===== src/sv/tma_pkg.sv =====
// ----------------------------------------------------------------------------
// Tachometer moving-average package
// Shared widths, codes, types and constants for the tachometer rpm core.
// ----------------------------------------------------------------------------
package tma_pkg;

   localparam int OP_W   = 2;
   localparam int TICK_W = 32;
   localparam int RPM_W  = 30;
   localparam int CSR_W  = 5;

   localparam int MAX_PULSES_DEFAULT = 16;

   // 60e6 microseconds per minute times 16 fractional steps per rpm.
   localparam logic [RPM_W-1:0] RPM_X16_NUMERATOR = 30'd960000000;

   localparam logic [CSR_W-1:0] PULSES_RESET = 5'd1;

   typedef enum logic [OP_W-1:0] {
      OP_FALL    = 2'd0,
      OP_RISE    = 2'd1,
      OP_TIMEOUT = 2'd2
   } op_type;

   typedef enum logic [2:0] {
      ST_IDLE,
      ST_SUM,
      ST_DIV_AVG,
      ST_MUL,
      ST_RPM_START,
      ST_DIV_RPM,
      ST_EMIT
   } state_type;

   // Handshake between the sequencer and the shared divider.
   typedef struct packed {
      logic busy;
      logic done;
   } div_status_type;

endpackage


===== src/sv/tma_ram.sv =====
// ----------------------------------------------------------------------------
// Tachometer generic RAM
// Simple dual-port memory: one write port, one read port with registered data.
// ----------------------------------------------------------------------------
module tma_ram #(
   parameter int WIDTH  = 32,
   parameter int DEPTH  = 16,
   parameter int ADDR_W = (DEPTH > 1) ? $clog2(DEPTH) : 1
) (
   input  logic              clock,
   input  logic              wr_en,
   input  logic [ADDR_W-1:0] wr_addr,
   input  logic [WIDTH-1:0]  wr_data,
   input  logic [ADDR_W-1:0] rd_addr,
   output logic [WIDTH-1:0]  rd_data
);

   logic [WIDTH-1:0] mem [DEPTH];
   logic [WIDTH-1:0] rd_data_ff;

   always_ff @(posedge clock) begin
      if (wr_en) begin
         mem[wr_addr] <= wr_data;
      end
      rd_data_ff <= mem[rd_addr];
   end

   assign rd_data = rd_data_ff;

endmodule


===== src/sv/tma_divider.sv =====
// ----------------------------------------------------------------------------
// Tachometer shared divider
// Restoring radix-2 divider producing one quotient bit per cycle.
// ----------------------------------------------------------------------------
module tma_divider
#(
   parameter int DIVIDEND_W = 36,
   parameter int DIVISOR_W  = 37
) (
   input  logic                     clock,
   input  logic                     reset,
   input  logic                     start,
   input  logic [DIVIDEND_W-1:0]    dividend,
   input  logic [DIVISOR_W-1:0]     divisor,
   output logic [DIVIDEND_W-1:0]    quotient,
   output tma_pkg::div_status_type  status
);
   import tma_pkg::*;

   localparam int CNT_W = $clog2(DIVIDEND_W + 1);

   logic [DIVIDEND_W-1:0] quot_ff, quot_in;
   logic [DIVISOR_W:0]    rem_ff, rem_in;
   logic [DIVISOR_W-1:0]  dsr_ff, dsr_in;
   logic [CNT_W-1:0]      cnt_ff, cnt_in;
   logic                  busy_ff, busy_in;
   logic                  done_ff, done_in;

   logic [DIVISOR_W:0]    rem_shift;
   logic [DIVISOR_W+1:0]  diff;
   logic                  fits;

   always_comb begin
      rem_shift = {rem_ff[DIVISOR_W-1:0], quot_ff[DIVIDEND_W-1]};
      diff      = {1'b0, rem_shift} - {2'b00, dsr_ff};
      fits      = !diff[DIVISOR_W+1];

      quot_in = quot_ff;
      rem_in  = rem_ff;
      dsr_in  = dsr_ff;
      cnt_in  = cnt_ff;
      busy_in = busy_ff;
      done_in = 1'b0;

      if (start) begin
         quot_in = dividend;
         rem_in  = '0;
         dsr_in  = divisor;
         cnt_in  = CNT_W'(DIVIDEND_W);
         busy_in = 1'b1;
      end else if (busy_ff) begin
         quot_in = {quot_ff[DIVIDEND_W-2:0], fits};
         rem_in  = fits ? diff[DIVISOR_W:0] : rem_shift;
         cnt_in  = cnt_ff - CNT_W'(1);
         if (cnt_ff == CNT_W'(1)) begin
            busy_in = 1'b0;
            done_in = 1'b1;
         end
      end
   end

   always_ff @(posedge clock) begin
      if (reset) begin
         busy_ff <= 1'b0;
         done_ff <= 1'b0;
         cnt_ff  <= '0;
      end else begin
         busy_ff <= busy_in;
         done_ff <= done_in;
         cnt_ff  <= cnt_in;
      end
      quot_ff <= quot_in;
      rem_ff  <= rem_in;
      dsr_ff  <= dsr_in;
   end

   assign quotient    = quot_ff;
   assign status.busy = busy_ff;
   assign status.done = done_ff;

endmodule


===== src/sv/tachometer_moving_average_rpm_core.sv =====
// ----------------------------------------------------------------------------
// Tachometer moving-average rpm core
// Converts timestamped pin events into shaft speed in 1/16 rpm.
// ----------------------------------------------------------------------------
// Usage:
//   The req channel carries one pin event per item: an operation code (falling
//   edge, rising edge or watchdog timeout) and a 32-bit microsecond tick. The
//   rsp channel returns at most one item per event: rpm_x16 and timed_out.
//   The csr channel writes the pulse count (sensor pulses per revolution). The
//   user must write it only while the core is idle; the core does not enforce
//   this itself. It is always ready and takes effect on the next rising edge.
//   Falling edges, the first rising edge and unused codes finish in the
//   accepting cycle and return no item. A timeout passes through the emit
//   state to the output register, which then returns its item. A measuring
//   rising edge reads its window from the period RAM, one entry per cycle;
//   then the single radix-2 divider computes the window average, one multiply
//   rebuilds the divisor, and the divider computes rpm, a pass that is skipped
//   and reported as zero speed when the product is zero.
//   The core handles one event at a time; req_ready is low while an event is
//   in progress. The finished item sits in an output register, so the next
//   event is accepted while an earlier item still waits on a stalled receiver;
//   that event's own item then waits until the output register frees up.
//   Reset is synchronous and clears the measurement and sets the pulse count
//   to one. The period RAM needs no clearing pass: only slots written since
//   the last clear are ever read.
// ----------------------------------------------------------------------------
module tachometer_moving_average_rpm_core
#(
   parameter int MAX_PULSES = tma_pkg::MAX_PULSES_DEFAULT
) (
   input  logic                        clock,
   input  logic                        reset,

   input  logic                        req_valid,
   output logic                        req_ready,
   input  logic [tma_pkg::OP_W-1:0]    req_operation,
   input  logic [tma_pkg::TICK_W-1:0]  req_tick,

   output logic                        rsp_valid,
   input  logic                        rsp_ready,
   output logic [tma_pkg::RPM_W-1:0]   rsp_rpm_x16,
   output logic                        rsp_timed_out,

   input  logic                        csr_valid,
   output logic                        csr_ready,
   input  logic [tma_pkg::CSR_W-1:0]   csr_pulse_count
);
   import tma_pkg::*;

   // Ring index, window count and sum widths all follow from the window depth.
   localparam int IDX_W = (MAX_PULSES > 1) ? $clog2(MAX_PULSES) : 1;
   localparam int CNT_W = $clog2(MAX_PULSES + 1);
   localparam int SUM_W = TICK_W + $clog2(MAX_PULSES);
   localparam int DEN_W = TICK_W + CNT_W;
   localparam int CMP_W = CNT_W + CSR_W;

   // Configuration register.
   logic [CSR_W-1:0]  ppr_ff, ppr_in;

   // Measurement state.
   logic [TICK_W-1:0] last_tick_ff, last_tick_in;
   logic              last_valid_ff, last_valid_in;
   logic [CNT_W-1:0]  count_ff, count_in;
   logic [IDX_W-1:0]  head_ff, head_in;

   // Sequencer state and working registers.
   state_type         state_ff, state_in;
   logic [CNT_W-1:0]  n_ff, n_in;
   logic [CNT_W-1:0]  issue_ff, issue_in;
   logic [IDX_W-1:0]  slot_ff, slot_in;
   logic              rd_pend_ff, rd_pend_in;
   logic [SUM_W-1:0]  sum_ff, sum_in;
   logic [DEN_W-1:0]  denom_ff, denom_in;
   logic [RPM_W-1:0]  res_rpm_ff, res_rpm_in;
   logic              res_to_ff, res_to_in;

   // Output register.
   logic              rsp_valid_ff, rsp_valid_in;
   logic [RPM_W-1:0]  rsp_rpm_ff, rsp_rpm_in;
   logic              rsp_to_ff, rsp_to_in;

   // Combinational helpers.
   logic [CMP_W-1:0]  ppr_wide;
   logic [CNT_W-1:0]  n_eff;
   logic              accept;
   logic [TICK_W-1:0] period;
   logic [IDX_W-1:0]  slot_dec;
   logic              wr_en;
   logic [TICK_W-1:0] rd_data;
   logic [DEN_W-1:0]  mul_a, mul_b;

   // Shared divider port.
   logic              div_start;
   logic [SUM_W-1:0]  div_dividend;
   logic [DEN_W-1:0]  div_divisor;
   logic [SUM_W-1:0]  div_quot;
   div_status_type    div_status;

   assign csr_ready = 1'b1;
   assign req_ready = (state_ff == ST_IDLE);
   assign accept    = req_valid && req_ready;
   assign period    = req_tick - last_tick_ff;

   // A pulse count of zero counts as one, and anything above the window
   // depth is clamped to it, both for the window and the rpm formula.
   always_comb begin
      ppr_wide = CMP_W'(ppr_ff);
      if (ppr_wide == '0) begin
         n_eff = CNT_W'(1);
      end else if (ppr_wide > CMP_W'(MAX_PULSES)) begin
         n_eff = CNT_W'(MAX_PULSES);
      end else begin
         n_eff = ppr_wide[CNT_W-1:0];
      end
   end

   // The window is walked backward from the newest period.
   assign slot_dec = (slot_ff == '0) ? IDX_W'(MAX_PULSES - 1) : slot_ff - IDX_W'(1);

   // The average times the effective pulse count rebuilds the divisor for rpm.
   assign mul_a = DEN_W'(div_quot[TICK_W-1:0]);
   assign mul_b = DEN_W'(n_eff);

   always_comb begin
      ppr_in        = ppr_ff;
      last_tick_in  = last_tick_ff;
      last_valid_in = last_valid_ff;
      count_in      = count_ff;
      head_in       = head_ff;
      state_in      = state_ff;
      n_in          = n_ff;
      issue_in      = issue_ff;
      slot_in       = slot_ff;
      rd_pend_in    = 1'b0;
      sum_in        = sum_ff;
      denom_in      = denom_ff;
      res_rpm_in    = res_rpm_ff;
      res_to_in     = res_to_ff;
      rsp_valid_in  = rsp_valid_ff && !rsp_ready;
      rsp_rpm_in    = rsp_rpm_ff;
      rsp_to_in     = rsp_to_ff;
      wr_en         = 1'b0;
      div_start     = 1'b0;
      div_dividend  = sum_ff;
      div_divisor   = DEN_W'(n_ff);

      if (csr_valid && csr_ready) begin
         ppr_in = csr_pulse_count;
      end

      case (state_ff)
         ST_IDLE: begin
            if (accept) begin
               if (req_operation == OP_TIMEOUT) begin
                  // A timeout drops the whole measurement and reports zero.
                  last_tick_in  = '0;
                  last_valid_in = 1'b0;
                  count_in      = '0;
                  head_in       = '0;
                  sum_in        = '0;
                  res_rpm_in    = '0;
                  res_to_in     = 1'b1;
                  state_in      = ST_EMIT;
               end else if (req_operation == OP_RISE) begin
                  last_tick_in  = req_tick;
                  last_valid_in = 1'b1;
                  if (last_valid_ff) begin
                     // Store the new period at the head, advance the ring and
                     // then sum the newest min(count, n_eff) entries.
                     wr_en   = 1'b1;
                     head_in = (head_ff == IDX_W'(MAX_PULSES - 1)) ? '0
                                                                   : head_ff + IDX_W'(1);
                     if (count_ff < CNT_W'(MAX_PULSES)) begin
                        count_in = count_ff + CNT_W'(1);
                     end
                     n_in     = (count_in < n_eff) ? count_in : n_eff;
                     slot_in  = head_in;
                     issue_in = '0;
                     sum_in   = '0;
                     state_in = ST_SUM;
                  end
               end
            end
         end

         ST_SUM: begin
            if (rd_pend_ff) begin
               sum_in = sum_ff + SUM_W'(rd_data);
            end
            if (issue_ff < n_ff) begin
               slot_in    = slot_dec;
               issue_in   = issue_ff + CNT_W'(1);
               rd_pend_in = 1'b1;
            end else if (!rd_pend_ff) begin
               div_start    = 1'b1;
               div_dividend = sum_ff;
               div_divisor  = DEN_W'(n_ff);
               state_in     = ST_DIV_AVG;
            end
         end

         ST_DIV_AVG: begin
            if (div_status.done) begin
               state_in = ST_MUL;
            end
         end

         ST_MUL: begin
            denom_in = mul_a * mul_b;
            state_in = ST_RPM_START;
         end

         ST_RPM_START: begin
            // Equal ticks give a zero average, which reports zero speed.
            if (denom_ff == '0) begin
               res_rpm_in = '0;
               res_to_in  = 1'b0;
               state_in   = ST_EMIT;
            end else begin
               div_start    = 1'b1;
               div_dividend = SUM_W'(RPM_X16_NUMERATOR);
               div_divisor  = denom_ff;
               state_in     = ST_DIV_RPM;
            end
         end

         ST_DIV_RPM: begin
            if (div_status.done) begin
               res_rpm_in = div_quot[RPM_W-1:0];
               res_to_in  = 1'b0;
               state_in   = ST_EMIT;
            end
         end

         ST_EMIT: begin
            if (!rsp_valid_ff || rsp_ready) begin
               rsp_valid_in = 1'b1;
               rsp_rpm_in   = res_rpm_ff;
               rsp_to_in    = res_to_ff;
               state_in     = ST_IDLE;
            end
         end

         default: begin
            state_in = ST_IDLE;
         end
      endcase
   end

   always_ff @(posedge clock) begin
      if (reset) begin
         ppr_ff        <= PULSES_RESET;
         last_tick_ff  <= '0;
         last_valid_ff <= 1'b0;
         count_ff      <= '0;
         head_ff       <= '0;
         state_ff      <= ST_IDLE;
         rd_pend_ff    <= 1'b0;
         rsp_valid_ff  <= 1'b0;
      end else begin
         ppr_ff        <= ppr_in;
         last_tick_ff  <= last_tick_in;
         last_valid_ff <= last_valid_in;
         count_ff      <= count_in;
         head_ff       <= head_in;
         state_ff      <= state_in;
         rd_pend_ff    <= rd_pend_in;
         rsp_valid_ff  <= rsp_valid_in;
      end
      n_ff       <= n_in;
      issue_ff   <= issue_in;
      slot_ff    <= slot_in;
      sum_ff     <= sum_in;
      denom_ff   <= denom_in;
      res_rpm_ff <= res_rpm_in;
      res_to_ff  <= res_to_in;
      rsp_rpm_ff <= rsp_rpm_in;
      rsp_to_ff  <= rsp_to_in;
   end

   tma_ram #(
      .WIDTH (TICK_W),
      .DEPTH (MAX_PULSES),
      .ADDR_W(IDX_W)
   ) u_window (
      .clock  (clock),
      .wr_en  (wr_en),
      .wr_addr(head_ff),
      .wr_data(period),
      .rd_addr(slot_dec),
      .rd_data(rd_data)
   );

   tma_divider #(
      .DIVIDEND_W(SUM_W),
      .DIVISOR_W (DEN_W)
   ) u_divider (
      .clock   (clock),
      .reset   (reset),
      .start   (div_start),
      .dividend(div_dividend),
      .divisor (div_divisor),
      .quotient(div_quot),
      .status  (div_status)
   );

   assign rsp_valid     = rsp_valid_ff;
   assign rsp_rpm_x16   = rsp_rpm_ff;
   assign rsp_timed_out = rsp_to_ff;

   // The window never reports more periods than it can hold.
   a_count_bound: assert property (@(posedge clock) disable iff (reset)
      count_ff <= CNT_W'(MAX_PULSES))
      else $error("window count exceeds depth");

   // Summing always covers at least one stored period and no more than stored.
   a_sum_span: assert property (@(posedge clock) disable iff (reset)
      (state_ff == ST_SUM) |-> (n_ff != '0) && (n_ff <= count_ff))
      else $error("window span out of range");

   // A timeout leaves an empty measurement behind.
   a_timeout_clears: assert property (@(posedge clock) disable iff (reset)
      (accept && req_operation == OP_TIMEOUT) |=>
         (!last_valid_ff && count_ff == '0 && head_ff == '0))
      else $error("timeout did not clear the measurement");

   // The divider finishes only while the sequencer waits for it.
   a_div_done_state: assert property (@(posedge clock) disable iff (reset)
      div_status.done |-> (state_ff == ST_DIV_AVG || state_ff == ST_DIV_RPM))
      else $error("divider finished outside a division state");

   // A staged result reaches the output register once it is free.
   a_emit_loads: assert property (@(posedge clock) disable iff (reset)
      (state_ff == ST_EMIT && (!rsp_valid_ff || rsp_ready)) |=>
         (rsp_valid_ff && state_ff == ST_IDLE))
      else $error("staged result was not delivered");

endmodule


===== config.mk =====
export PLATFORM = sky130hd
export DESIGN_NAME = tachometer_moving_average_rpm_core
export DESIGN_NICKNAME = d
export VERILOG_FILES = /design/src/sv/tma_pkg.sv /design/src/sv/tma_ram.sv /design/src/sv/tma_divider.sv /design/src/sv/tachometer_moving_average_rpm_core.sv
export SDC_FILE = /design/constraint.sdc
export NUM_CORES = 1
export LEC_CHECK = 0
export ABC_CLOCK_PERIOD_IN_PS = 5300
export BUFFER_PORTS_ARGS = -buffer_cell sky130_fd_sc_hd__buf_2
export CAP_MARGIN = 20
export CORE_MARGIN = 3
export CORE_UTILIZATION = 57
export DETAILED_ROUTE_END_ITERATION = 16
export PLACE_DENSITY = 0.78
export SYNTH_ARGS = -nofsm -noshare
export SYNTH_HDL_FRONTEND = slang
export SYNTH_SLANG_ARGS = --single-unit
export TNS_END_PERCENT = 50

===== constraint.sdc =====
create_clock -name clock -period 5.3 [get_ports clock]
set_clock_uncertainty 0.15 [all_clocks]
set_input_delay 0 -clock clock [delete_from_list [all_inputs] [get_ports clock]]
set_output_delay 0 -clock clock [all_outputs]
set_load 0.01 [all_outputs]

==> metrics <==
Yosys reg bits=863; layout cells sized above 1=15.0%; core footprint=74,700 µm²; Buffers on Ports=76; cell row count=100; syn nets=3,561; ys flop type=edfxtp_1; DR vias=27,200; Die ar.=78,900 µm²; clk root buf=clkbuf_16; clock latency on the worst-skew pair=660 ps; outcome=complete, no violations; initial DRC count=2,439; I/O pins=78; total grt overflow=0; sequential area share after synthesis=57.2%; post-route DRC violation count=0; Max Cap Viol=0; Setup-failing EPs final=0; share of flip-flops with an asynchronous set or reset=0%; mapped cell area=43,100 µm²; Worst-path clk slew=60 ps; Critical Path Start Type=register; DRT Wirelength=99.8 mm; GP Congestion=0.884; Tcrit/Tclk final=96.3%; CTS tree=built; Die X=281 µm; via/cell ratio=6.04; vias in the first global route=27,900; WP data arrival=5320 ps; cts bufs inserted=89; total power=24,600 µW; worst hold path type=in2reg; Synth-to-Final Area Change=14.1%; hpwl dp=61.9 mm; Leakage=0.0185 µW; first-pass GRT wire length=157 mm; Worst Slack Setup Final=195 ps; Power Density=500 nW/µm²; clock sink count=863; total number of H-tree levels=3; Max FO, Critical Path=28; top cell type by total area after synthesis=edfxtp_1; commonest cells in the netlist=edfxtp_1 (734), inv_1 (252), and2_1 (199); maximum operating frequency=0.196 GHz; CTS Buffer Depth=3; max_slew headroom=23.5%; pin count of the biggest net entering global routing=87; Final Hold Vio Count=0; GRT Total Usage=25.7%; Post-Synthesis Cells=3,259; VDD IR-drop max=0.000330 V; Nets=3,765; YS warnings=0; most common cell in the netlist=edfxtp_1; syn_area_per_cell=13.2 µm²; Die Height=281 µm; Slew Limit Fails=0; Worst Max-Slew Pin Slew=1140 ps; synth unique cells=80; Routed Antenna Nets=0; initial antenna violation count=2; Setup WS pre-CTS=-9.88 ps; minimum clock period=5100 ps; Area contributors post-synth=edfxtp_1 (51%), mux4_2 (8.4%), dfxtp_1 (6.0%); Setup CP Type=reg2reg; Detailed Routing Iterations Pass 1=8; top cell type's share of synthesized area=51.2%; Crit path required time=5520 ps; CP Capture Type=register; drt wl/cell=22.1 µm; Starting Density=57.7%; EDFF count, synth=734
==> kinds of logic after synthesis <==
kind of cell             after synthesis  share of synthesized area, %
AO/OA/AOI/OAI                        572                          8.48
XOR/XNOR                             119                          2.42
adder cells (fa/ha/maj)              258                          9.12
buffers and inverters                397                          3.51
flip-flops                           863                          57.2
multiplexers                         195                          9.20
other                                  1                       0.00871
AND/OR/NAND/NOR                      854                          10.1
==> stage by stage <==
| stage | hold WS, ps | instances | util [%] | setup TNS, ps | instance area (µm²) |
|---|---|---|---|---|---|
| final | 119 | 4508 | 65.8 | 0 | 49100 |
| after global placement | 59.7 | 4226 | 60.0 | 0 | 44800 |
| after floorplan | -27.6 | 3259 | - | 0 | 43100 |
| after detailed placement | 81.3 | 4227 | 60.0 | -9.88 | 44800 |
| after CTS | 62.0 | 4480 | 65.3 | 0 | 48800 |
| after global routing | 123 | 4507 | 65.8 | -20.7 | 49100 |
==> registers in the layout, indices dropped and copies added, names as in the netlist, 3 cells and up <==
signal	flops
ppr_ff	5
u_divider.cnt_ff	6
rsp_rpm_x16	30
head_ff	4
u_divider.rem_ff	37
res_rpm_ff	30
state_ff	3
u_divider.quotient	36
last_tick_ff	32
u_window.rd_data	32
issue_ff	5
u_divider.dsr_ff	37
u_window.mem	512
n_ff	5
denom_ff	37
slot_ff	4
count_ff	5
sum_ff	36
==> layer usage <==
layer / up-vias / GRT usage, % / wire length (µm) / share of wire [%]
met5: - / 0 / 13 / 0.013
li1: 12400 / - / - / -
met4: 2 / 9.51 / 3200 / 3.2
met3: 247 / 4.38 / 6950 / 7.0
met1: 13500 / 32.1 / 38100 / 38
met2: 1117 / 45.3 / 51500 / 52
==> power by group <==
part | switching [µW] | internal [µW] | total [µW]
combinational | 5190 | 3680 | 8870
clock | 2710 | 3790 | 6500
sequential | 516 | 8690 | 9210
==> worst max-delay path, stage by stage (launching register included) <==
cell      delay [ps]
dfxtp_2          350
nor2b_4          230
buf_12           180
and2_1           160
fa_1             430
fa_1             490
inv_1             50
fa_1             470
inv_1             40
ha_1             360
a211oi_2         210
o21ai_0          120
a221o_1          330
a32oi_2          200
buf_4            180
o311ai_2         130
a211oi_2         360
o21bai_1         100
a21oi_1          170
xnor2_1          100
==> final timing paths <==
path,slack (ps),end,cells after the start,start
min reg2reg,270,rsp_rpm_x16[9]$_DFFE_PP_,0,res_rpm_ff[9]$_SDFFCE_PP0P_
min,120,ppr_ff[0]$_SDFFE_PP1P_,3,csr_valid
max,200,denom_ff[33]$_DFFE_PP_,19,ppr_ff[3]$_SDFFE_PP0P_
max reg2reg,200,denom_ff[33]$_DFFE_PP_,19,ppr_ff[3]$_SDFFE_PP0P_
==> timing repair <==
item                                    CTS  global route
cloned                                    0             1
buffers inserted                          0             5
pin swaps                                 0             5
endpoints found under the setup margin    2             9
hold endpoints to repair                158             0
resized for setup                         2            15
hold buffers                             87             0
==> cell usage in the layout (no fill, tap or decap), types with 76 or more instances in the layout <==
cell type,netlist,layout
edfxtp_1,734,734
inv_1,252,251
nand2_1,195,195
and2_1,199,191
nor2_1,192,185
a21oi_1,177,174
mux4_2,160,160
ha_1,165,160
dfxtp_1,129,126
o21ai_0,113,112
fa_1,93,93
clkbuf_16,0,91
dlygate4sd3_1,0,87
buf_4,2,83
buf_2,10,76
==> layout make-up <==
type                            count  area, µm²
Antenna cell                        1       2.50
Clock inverter                     58        729
Timing Repair Buffer              258       2120
Sequential cell                   863      24600
Fill cell                        5116      25500
Multi-Input combinational cell   1999      17200
Clock buffer                      108       2350
Inverter                          252        946
Tap cell                          969       1210
Power figures use the tool's default switching activity.
